[config.mk]
export PLATFORM = sky130hd
export DESIGN_NAME = uvs_divider
export DESIGN_NICKNAME = d
export VERILOG_FILES = /design/src/rtl/uvs_pkg.sv /design/src/rtl/uvs_divider.sv
export SDC_FILE = /design/constraint.sdc
export NUM_CORES = 1
export LEC_CHECK = 0
export ABC_AREA = 1
export BUFFER_PORTS_ARGS = -buffer_cell sky130_fd_sc_hd__buf_2
export CAP_MARGIN = 30
export CORE_ASPECT_RATIO = 0.6
export CORE_MARGIN = 4
export CORE_UTILIZATION = 35
export CTS_CLUSTER_DIAMETER = 150
export DETAILED_ROUTE_END_ITERATION = 6
export GPL_TIMING_DRIVEN = 1
export HOLD_SLACK_MARGIN = 0.06
export PLACE_DENSITY = 0.49
export SLEW_MARGIN = 15
export SYNTH_ARGS = -nofsm -noshare
export SYNTH_HDL_FRONTEND = slang
export SYNTH_SLANG_ARGS = --single-unit
[constraint.sdc]
create_clock -name clock -period 2.65 [get_ports clock]
set_input_delay 0.3975 -clock clock [delete_from_list [all_inputs] [get_ports clock]]
set_output_delay 0.3975 -clock clock [all_outputs]
set_load 0.01 [all_outputs]
[src/rtl/uvs_pkg.sv]
// Shared types, constants and CORDIC angle table for the UV sphere mesh generator.
`default_nettype none
package uvs_pkg;

   localparam logic [1:0] KIND_VERTEX   = 2'd0;
   localparam logic [1:0] KIND_TRIANGLE = 2'd1;
   localparam logic [1:0] KIND_REJECT   = 2'd2;

   localparam logic [1:0] CSR_SLICE_COUNT = 2'd0;
   localparam logic [1:0] CSR_STACK_COUNT = 2'd1;
   localparam logic [1:0] CSR_DIAMETER    = 2'd2;

   localparam logic signed [33:0] ONE_Q30  = 34'sd1073741824;
   localparam logic signed [33:0] GAIN_Q30 = 34'sd652032874;

   typedef struct packed {
      logic       action;
      logic [8:0] ring;
      logic [7:0] segment;
   } req_type;

   typedef struct packed {
      logic [1:0]         kind;
      logic [15:0]        vertex_number;
      logic signed [15:0] pos_x;
      logic signed [15:0] pos_y;
      logic signed [15:0] pos_z;
      logic signed [15:0] norm_x;
      logic signed [15:0] norm_y;
      logic signed [15:0] norm_z;
      logic [15:0]        corner_a;
      logic [15:0]        corner_b;
      logic [15:0]        corner_c;
      logic               last;
   } rsp_type;

   typedef struct packed {
      logic        vld;
      logic        action;
      logic        ok;
      logic [1:0]  pole;
      logic [8:0]  ring;
      logic [7:0]  segment;
      logic [8:0]  slices;
      logic [8:0]  stacks;
      logic [15:0] diam;
   } ctl_type;

   function automatic logic signed [33:0] atan_turn(input int i);
      logic signed [33:0] t;
      case (i)
         0: t = 34'sh20000000;   1: t = 34'sh12E4051E;
         2: t = 34'sh09FB385B;   3: t = 34'sh051111D4;
         4: t = 34'sh028B0D43;   5: t = 34'sh0145D7E1;
         6: t = 34'sh00A2F61E;   7: t = 34'sh00517C55;
         8: t = 34'sh0028BE53;   9: t = 34'sh00145F2F;
         10: t = 34'sh000A2F98;  11: t = 34'sh000517CC;
         12: t = 34'sh00028BE6;  13: t = 34'sh000145F3;
         14: t = 34'sh0000A2F9;  15: t = 34'sh0000517D;
         16: t = 34'sh000028BE;  17: t = 34'sh0000145F;
         18: t = 34'sh00000A30;  19: t = 34'sh00000518;
         20: t = 34'sh0000028C;  21: t = 34'sh00000146;
         22: t = 34'sh000000A3;  23: t = 34'sh00000051;
         default: t = '0;
      endcase
      return t;
   endfunction

endpackage
`default_nettype wire

[src/rtl/uvs_divider.sv]
// Pipelined restoring divider: quotient of (num << 32) / den, one bit per stage.
`default_nettype none
module uvs_divider
   import uvs_pkg::*;
#(
   parameter int LAT = 33
) (
   input  wire logic        clock,
   input  wire logic        adv,
   input  wire logic [8:0]  num,
   input  wire logic [8:0]  den,
   output logic      [31:0] quo
);
   // Numerator has 9 bits shifted by 32: quotient bits above 31 are discarded
   // since num < den whenever it is used. Remainder stays below den.
   logic [9:0]  rem_ff [LAT];
   logic [31:0] q_ff   [LAT];
   logic [8:0]  d_ff   [LAT];

   always_ff @(posedge clock) begin
      if (adv) begin
         for (int k = 0; k < LAT; k++) begin
            logic [9:0] r_in;
            logic [9:0] prev;
            logic [31:0] qp;
            logic [8:0] dd;
            if (k == 0) begin
               prev = {1'b0, num};
               qp = '0;
               dd = den;
               r_in = prev;
            end else begin
               prev = rem_ff[k-1];
               qp = q_ff[k-1];
               dd = d_ff[k-1];
               r_in = {prev[8:0], 1'b0};
            end
            if (k == 0) begin
               rem_ff[k] <= (r_in >= {1'b0, dd}) ? r_in - {1'b0, dd} : r_in;
               q_ff[k] <= '0;
            end else if (r_in >= {1'b0, dd}) begin
               rem_ff[k] <= r_in - {1'b0, dd};
               q_ff[k] <= {qp[30:0], 1'b1};
            end else begin
               rem_ff[k] <= r_in;
               q_ff[k] <= {qp[30:0], 1'b0};
            end
            d_ff[k] <= dd;
         end
      end
   end

   assign quo = q_ff[LAT-1];
endmodule
`default_nettype wire

==> flow_summary.ini <==
[layout]
layout-drive-gt1-share = 0.06490
multiInputGateArea_sq_um = 16380
mostFrequentLayoutCell = nand2_1
ff_latch_area_sq_um = 33140
final_cell_mix = 1647 x nand2_1, 1103 x edfxtp_1, 910 x inv_1, 443 x nand3_1, 296 x ha_1
stdcell_count = 7302
final_nets = 5543
area_growth_pct = 12.51
fillers = 14502

[yosys]
synth_seq_cells = 1104
yosys_warnings = 0
syn_area_per_cell_sq_um = 10.54
synthCells = 5038
seq_area_frac_synth = 0.6238
synth_nets = 5386
yosys.cell_types.count = 27
synth_area_sq_um = 53120

[route]
dr.pass1.iters = 5
drc = 0
vias_per_cell = 4.468
ant_nets = 0
first_iter_violations = 2726
vias = 32622
wirelength_microns = 105300
wl_per_cell_microns = 14.42

[sta]
fin_crit_ns = 2.245
setup_viol_count_final = 0
worst_clock_skew_ns = 0.02091
final_hold_viol_count = 0
setup_slack_ns = 0.4052
drv_slew = 0
max_freq_mhz = 445.5
tightest_slew_ns = 0.9476
tns_ns = 0
timing.final.crit_share = 0.8471
relSlewSlack = 0.3683
rsz0062_at_grt = no

[floorplanning]
pin_count = 52
dieWidth_microns = 511.0
core_area_sq_um = 150400
start_util = 0.3531
row_count = 110
dieArea_sq_um = 158300
die_h_microns = 309.8

[pwr]
comb_power_share = 0.295
powerDensity_nw_per_um2 = 956.8
p_sw_frac = 0.3376
ir_drop_mv = 0.5139
seqPwrFrac = 0.431
clock_power_share = 0.273
power.switching_mw = 19.31
power.internal_mw = 37.88
power.leakage_nw = 27.03

[critical_path]
cp-start-kind = flop
path_class = flop to flop
critPathArrivalTime_ns = 2.81
path_max_fanout = 10
timing.rr.start = d_ff[0][216]
startpoint = d_ff[0][216]
reg2reg_slack_ns = 0.41
critPathRequiredTime_ns = 3.22
cp-end-kind = flop

[clock_tree]
worstSkewPairLatency_ns = 0.71
clockBufferDepth = 3
cts_buffers = 106
clk_pin_slew_ns = 0.06
cts_setup_buffers = 0
cts_root_buf = clkbuf_16
cts_tree = built
htree_num_levels = 3
cts_sinks = 1104

[job]
max-cap-violations = 0

[global_route]
track_usage = 0.1330
grt_pass1_wl_microns = 169200
overflow = 0
grt_pass1_vias = 29884
grt_max_degree = 130
antenna_found_initial = 3

[min_path]
hp-class = input pin to flop
min_from = adv

[placed_design]
io_buffers = 51
gp_congestion = 0.8273
dp_hpwl_microns = 75380
placed_cells = 7085
pre_cts_ws_ns = 0.4212

[run_status]
status = finished, final reports clean
## repair_timing
item,in CTS,in global routing
gates resized for setup,0,0
hold buffers,18,0
endpoints found under the hold margin,18,0
## synthesized netlist by cell type (all sizes together)
| master | instances | area share |
|---|---|---|
| nand3b | 15 | 0.0021 |
| inv | 911 | 0.064 |
| nand4 | 11 | 0.0014 |
| fa | 32 | 0.012 |
| buf | 7 | 0.0010 |
| or2 | 3 | 0.00035 |
| xor2 | 64 | 0.011 |
| dfxtp | 1 | 0.00038 |
| nand2 | 1695 | 0.12 |
| o21bai | 1 | 0.00014 |
| a21oi | 161 | 0.015 |
| ha | 296 | 0.070 |
| nor3 | 62 | 0.0087 |
| nand3 | 445 | 0.042 |
| xnor2 | 32 | 0.0053 |
| clkbuf | 35 | 0.0025 |
| edfxtp | 1103 | 0.62 |
| nor2 | 164 | 0.016 |
## area by class of cell
cell class,instances,area share
multi-input cells,2981,0.2740
repair buffers,91,0.01252
inverters,911,0.05721
diodes,1,0.00004187
clock buffers,133,0.04660
clock inverters,65,0.01294
flip-flops and latches,1104,0.5545
well taps,2016,0.04220
## flip-flops by register name, summed over array words and instances, names as in the netlist
register  cells
d_ff        288
q_ff        528
rem_ff      288
## kinds of logic after synthesis
group                      share of synthesized area
DFF                                           0.6238
buffers and inverters                        0.06785
adders and majority gates                    0.08177
AOI/OAI and AO/OA                            0.01531
xor gates and xnor gates                     0.01583
and+or+nand+nor                               0.1954
## final timing paths
kind,to,depth (start not counted)
worst max-delay path,rem_ff[25][4],9
worst min-delay path,d_ff[0][91],2
worst max register to register,rem_ff[25][4],9
worst min register to register,q_ff[22][17],0
## critical path, stage by stage (launching register included)
cell,delay [ns]
edfxtp_1,0.51
fa_1,0.47
nand3b_1,0.17
nand2_1,0.15
nand2_1,0.09
nand2_1,0.08
nand2_1,0.26
nand2_4,0.23
nand2_1,0.07
nand2_1,0.08
## per-layer routing
layer  track usage  vias up  share of wire
met4       0.02732        0          0.015
met2        0.1562      683           0.34
li1              -    16807              -
met3       0.02720      129          0.061
met5             0        -              0
met1        0.2351    15003           0.59
## per-stage QoR
stage          power [mW]  area, sq um  utilization  hold WS, ns
3_5_place_dp        41.73        56030       0.3725       0.4045
3_3_place_gp        41.56        56030       0.3725       0.4003
2_1_floorplan       37.28        53120            -       0.4003
6_report            57.19        59770       0.3973       0.2117
5_1_grt             61.66        59770       0.3973       0.1665
4_1_cts             57.73        59770       0.3973       0.1554
## power by group through the flow
stage	Sequential (mW)	Clock, mW	Combinational (mW)
floorplan	24.2	0	13.1
global placement	25.1	0	16.5
detailed placement	25.0	0	16.7
CTS	24.7	16.3	16.8
global route	24.9	17.1	19.7
finish	24.7	15.6	16.9
Note: power is estimated with default switching activity, not from simulation.
