--- src/rtl/uvs_pkg.sv ---
// Shared types, constants and CORDIC angle table for the UV sphere mesh generator.
`default_nettype none
package uvs_pkg;

   localparam logic [1:0] KIND_VERTEX   = 2'd0;
   localparam logic [1:0] KIND_TRIANGLE = 2'd1;
   localparam logic [1:0] KIND_REJECT   = 2'd2;

   localparam logic [1:0] CSR_SLICE_COUNT = 2'd0;
   localparam logic [1:0] CSR_STACK_COUNT = 2'd1;
   localparam logic [1:0] CSR_DIAMETER    = 2'd2;

   localparam logic signed [33:0] ONE_Q30  = 34'sd1073741824;
   localparam logic signed [33:0] GAIN_Q30 = 34'sd652032874;

   typedef struct packed {
      logic       action;
      logic [8:0] ring;
      logic [7:0] segment;
   } req_type;

   typedef struct packed {
      logic [1:0]         kind;
      logic [15:0]        vertex_number;
      logic signed [15:0] pos_x;
      logic signed [15:0] pos_y;
      logic signed [15:0] pos_z;
      logic signed [15:0] norm_x;
      logic signed [15:0] norm_y;
      logic signed [15:0] norm_z;
      logic [15:0]        corner_a;
      logic [15:0]        corner_b;
      logic [15:0]        corner_c;
      logic               last;
   } rsp_type;

   typedef struct packed {
      logic        vld;
      logic        action;
      logic        ok;
      logic [1:0]  pole;
      logic [8:0]  ring;
      logic [7:0]  segment;
      logic [8:0]  slices;
      logic [8:0]  stacks;
      logic [15:0] diam;
   } ctl_type;

   function automatic logic signed [33:0] atan_turn(input int i);
      logic signed [33:0] t;
      case (i)
         0: t = 34'sh20000000;   1: t = 34'sh12E4051E;
         2: t = 34'sh09FB385B;   3: t = 34'sh051111D4;
         4: t = 34'sh028B0D43;   5: t = 34'sh0145D7E1;
         6: t = 34'sh00A2F61E;   7: t = 34'sh00517C55;
         8: t = 34'sh0028BE53;   9: t = 34'sh00145F2F;
         10: t = 34'sh000A2F98;  11: t = 34'sh000517CC;
         12: t = 34'sh00028BE6;  13: t = 34'sh000145F3;
         14: t = 34'sh0000A2F9;  15: t = 34'sh0000517D;
         16: t = 34'sh000028BE;  17: t = 34'sh0000145F;
         18: t = 34'sh00000A30;  19: t = 34'sh00000518;
         20: t = 34'sh0000028C;  21: t = 34'sh00000146;
         22: t = 34'sh000000A3;  23: t = 34'sh00000051;
         default: t = '0;
      endcase
      return t;
   endfunction

endpackage
`default_nettype wire

--- src/rtl/uvs_cordic.sv ---
// Pipelined rotation-mode CORDIC giving sine and cosine of a turn fraction.
`default_nettype none
module uvs_cordic
   import uvs_pkg::*;
#(
   parameter int ITER = 16
) (
   input  wire logic               clock,
   input  wire logic               adv,
   input  wire logic [31:0]        angle,
   output logic signed [33:0]      sin_o,
   output logic signed [33:0]      cos_o
);
   logic signed [33:0] x_ff [ITER+1];
   logic signed [33:0] y_ff [ITER+1];
   logic signed [33:0] z_ff [ITER+1];
   logic [1:0]         q_ff [ITER+1];

   always_ff @(posedge clock) begin
      if (adv) begin
         x_ff[0] <= GAIN_Q30;
         y_ff[0] <= '0;
         z_ff[0] <= {4'd0, angle[29:0]};
         q_ff[0] <= angle[31:30];
         for (int i = 0; i < ITER; i++) begin
            if (!z_ff[i][33]) begin
               x_ff[i+1] <= x_ff[i] - (y_ff[i] >>> i);
               y_ff[i+1] <= y_ff[i] + (x_ff[i] >>> i);
               z_ff[i+1] <= z_ff[i] - atan_turn(i);
            end else begin
               x_ff[i+1] <= x_ff[i] + (y_ff[i] >>> i);
               y_ff[i+1] <= y_ff[i] - (x_ff[i] >>> i);
               z_ff[i+1] <= z_ff[i] + atan_turn(i);
            end
            q_ff[i+1] <= q_ff[i];
         end
      end
   end

   always_comb begin
      case (q_ff[ITER])
         2'd0: begin cos_o = x_ff[ITER];  sin_o = y_ff[ITER];  end
         2'd1: begin cos_o = -y_ff[ITER]; sin_o = x_ff[ITER];  end
         2'd2: begin cos_o = -x_ff[ITER]; sin_o = -y_ff[ITER]; end
         default: begin cos_o = y_ff[ITER]; sin_o = -x_ff[ITER]; end
      endcase
   end
endmodule
`default_nettype wire

--- config.mk ---
export PLATFORM = sky130hd
export DESIGN_NAME = uvs_cordic
export DESIGN_NICKNAME = d
export VERILOG_FILES = /design/src/rtl/uvs_pkg.sv /design/src/rtl/uvs_cordic.sv
export SDC_FILE = /design/constraint.sdc
export NUM_CORES = 2
export LEC_CHECK = 0
export BUFFER_PORTS_ARGS = -buffer_cell sky130_fd_sc_hd__buf_4
export CAP_MARGIN = 20
export CELL_PAD_IN_SITES_DETAIL_PLACEMENT = 0
export CELL_PAD_IN_SITES_GLOBAL_PLACEMENT = 1
export CORE_ASPECT_RATIO = 1.75
export CORE_MARGIN = 2
export CORE_UTILIZATION = 48
export CTS_BUF_LIST = sky130_fd_sc_hd__clkbuf_8
export DETAILED_ROUTE_END_ITERATION = 6
export GPL_TIMING_DRIVEN = 0
export PLACE_DENSITY = 0.84
export SYNTH_ARGS = -nofsm -noshare
export SYNTH_HDL_FRONTEND = slang
export SYNTH_SLANG_ARGS = --single-unit
--- constraint.sdc ---
create_clock -name clock -period 6.5 [get_ports clock]
set_clock_uncertainty 0.2 [all_clocks]
set_input_delay 1.3 -clock clock [delete_from_list [all_inputs] [get_ports clock]]
set_output_delay 1.3 -clock clock [all_outputs]
set_load 0.01 [all_outputs]
==> flow_metrics.py <==
metrics = {
    "logic_synthesis": {
        "synth.mux.area_fraction_pct": 0.882,
        "synth_top_family_by_area": "compound AO/OA/AOI/OAI gates",
        "synth_seq_cells": 1489,
        "syn_nets": 14373,
        "netlist_instances": 12948,
        "synth_fa_ha_area_share_pct": 14.2,
        "synth-compound-area-share_pct": 20.4,
        "synth-simple-area-share_pct": 12.9,
        "ys_async_sr_fraction_pct": 0,
        "synth_cell_types": 92,
        "synth_flop_cell": "edfxtp_1",
        "synth_enable_flop_cells": 1489,
        "yosysSeqAreaShare_pct": 36.0,
        "yosys_warnings": 0,
        "synth.avg_cell_area_um2": 9.60,
        "syn-cell-area_mm2": 0.124,
        "synth_xor_area_share_pct": 13.4,
    },
    "critical_path": {
        "cp-end-kind": "register",
        "critPathLaunchType": "input port",
        "required_ps": 7100,
        "worst_ep_arrival_time_ps": 7100,
        "worstPathMaxFanout": 49,
        "crit_type": "input port to register",
    },
    "detailed_routing": {
        "dr.first_iter.drc_count": 4714,
        "num_vias": 101530,
        "ant_nets": 0,
        "finalWirelength_um": 409000,
        "wire_per_inst_um": 24.2,
        "firstDrtPassIters": 6,
        "via_per_inst": 6.01,
        "drc": 0,
    },
    "timing": {
        "fin_tns_setup_ps": -2.94,
        "clock.fmax_mhz": 154,
        "slew_viol_final": 0,
        "rsz0062_at_grt": "false",
        "setup_viol": 1,
        "fin_crit_sh_pct": 100,
        "hold_violations": 0,
        "slew_headroom_pct": 13.6,
        "post-route-min-period_ps": 6500,
        "worst_slack_ps": -2.94,
        "tightest_slew_ps": 1290,
    },
    "floorplan": {
        "core_area_mm2": 0.258,
        "dieArea_mm2": 0.263,
        "fp.dieH_um": 677,
        "start_util_pct": 48.2,
        "rows": 247,
        "io_pins": 102,
        "die_x_um": 389,
    },
    "place": {
        "place.gp.congestion": 1.04,
        "dp.cells": 16445,
        "hpwl_um": 333000,
        "port_buffers": 101,
        "pre_cts_slack_ps": -4020,
    },
    "run": {
        "drv_cap": 0,
    },
    "final_layout": {
        "final_cells": 16895,
        "syn_to_final_growth_pct": 8.99,
        "utilization_pct": 52.5,
        "layout-drive-gt1-share_pct": 5.65,
        "nets": 14751,
    },
    "grt": {
        "grt_max_degree": 98,
        "antenna_found_initial": 21,
        "gr-total-overflow": 0,
        "grtUsageTotal_pct": 30.6,
        "grt_pass1_vias": 104378,
        "grt_first_pass_wirelength_um": 608000,
    },
    "clock_tree": {
        "clkLatencyLatePin_ps": 1080,
        "clock_sinks": 1489,
        "clockBufferDepth": 4,
        "numCtsBuffers": 239,
        "clk_pin_slew_worst_paths_ps": 70,
        "cts_htree_levels": 4,
        "cts_root_buf": "clkbuf_8",
        "cts_setup_buffers": 0,
        "holdBufCountCts": 0,
        "tritoncts": "yes",
    },
    "hold_path": {
        "hp-class": "input port to register",
    },
    "run_status": {
        "violations": "negative setup slack",
        "outcome": "finished with violations",
    },
}
[metrics by stage]
stage | cell area, um2 | hold WS (ps)
final | 136000 | 156
after global routing | 135000 | 116
after CTS | 135000 | 65.2
after detailed placement | 130000 | 205
after global placement | 129000 | 200
after floorplan | 124000 | 200
[cell usage in the layout, fill, tap and decap left out, types with 37 or more instances in the layout]
master	instances
and2_1	71
or3_1	92
xor2_1	655
fa_1	38
nand2b_1	203
or2_2	44
nor3_1	280
mux2i_1	60
and3_1	124
a211oi_1	104
nand3_1	209
inv_1	464
clkbuf_2	37
a21oi_1	1374
o31a_1	38
o21bai_1	140
clkinv_2	45
buf_4	110
nor2_1	943
nor2b_1	197
a21o_1	708
nor4_1	76
ha_1	1353
o31ai_1	128
nand2_1	794
xnor2_1	1236
clkinv_1	50
clkbuf_8	241
o21a_1	175
o41ai_1	55
or4_1	41
nand4_1	114
clkbuf_1	187
edfxtp_1	1489
a31oi_1	140
o211ai_1	40
mux2_2	40
o21ai_0	740
[synthesized netlist by cell type (40+ instances only)]
master,number,area share (%)
nor4_1,78,0.39
a21o_1,709,4.3
o21bai_1,141,0.85
nor3_1,280,1.1
nor2b_1,197,0.99
and3_1,124,0.62
edfxtp_1,1489,36
xnor2_1,1240,8.7
o21ai_0,749,3.0
o21a_1,175,1.1
mux2_2,40,0.36
o211ai_1,40,0.24
o31ai_1,133,0.80
or3_1,92,0.46
nor2_1,944,2.9
a21oi_1,1377,5.5
a211oi_1,105,0.63
xor2_1,657,4.6
inv_1,431,1.3
or4_1,41,0.25
o41ai_1,59,0.42
and2_1,71,0.36
a31oi_1,142,0.71
nand2_1,800,2.4
nand2b_1,203,1.0
clkbuf_1,245,0.74
ha_1,1353,14
nand4_1,114,0.57
mux2i_1,60,0.48
or2_2,44,0.22
nand3_1,209,0.84
[worst max-delay path, cell delays in order]
cell and delay, ps:
buf_16 230, buf_8 230, nand2_1 350, inv_2 260, clkbuf_2 360, nor2_1 100, xor2_1 440, ha_1 380
a21o_1 200, a21oi_1 230, nand2b_1 180, a21oi_1 130, o41ai_1 720, o21ai_0 660, or2_2 500, a31oi_1 280
o21ai_0 210, a21oi_1 220, xnor2_1 80
[routing by layer]
| layer | vias up | part of all wire, % | routed length, um | GRT usage [%] |
|---|---|---|---|---|
| met5 | - | 0.016 | 66 | 0 |
| met4 | 10 | 14 | 59100 | 37.4 |
| met3 | 1894 | 4.1 | 16900 | 6.04 |
| met2 | 2811 | 54 | 221000 | 59.4 |
| met1 | 47781 | 27 | 112000 | 21.6 |
| li1 | 49034 | - | - | - |
[area by class of cell]
| class | count | area (um2) |
|---|---|---|
| antenna | 16 | 40.0 |
| buffer | 285 | 1250 |
| clock buffer | 240 | 3300 |
| clock inverter | 193 | 1650 |
| fill | 23749 | 123000 |
| inverter | 441 | 1670 |
| multi-input combinational | 10729 | 77100 |
| sequential | 1489 | 44700 |
| tap | 3361 | 4210 |
| timing repair buffer | 141 | 1560 |
[state kept, by name (all words and copies together) (netlist names)]
name,flops
q_ff,34
x_ff,475
z_ff,503
y_ff,477
[final timing paths]
kind                                    from           end  slack, ps  cells after the start
worst min-delay path               angle[17]   z_ff[0][17]        160                      1
worst max-delay path                     adv  x_ff[13][26]         -3                     19
worst min register to register    q_ff[1][1]    q_ff[1][3]        210                      0
worst max register to register  y_ff[11][11]  x_ff[12][31]        190                     21
[kinds of logic (layout without fill, tap and decap cells)]
logic type / count (synthesis) / in the layout
buffers and inverters: 730 / 1300
other: 0 / 16
DFF: 1489 / 1489
muxes: 102 / 102
AOI/OAI and AO/OA: 4025 / 4025
and+or+nand+nor: 3314 / 3314
adders and majority gates: 1391 / 1391
xor gates and xnor gates: 1897 / 1897
[repair_timing]
action                                  CTS  global route
endpoints found under the hold margin     0             0
endpoints found under the setup margin  762           125
resized for setup                        69            50
cloned                                    0             1
Power is left out: the tool's default activity adds up to more than one toggle a clock period on the data nets, which glitch-free logic cannot reach.
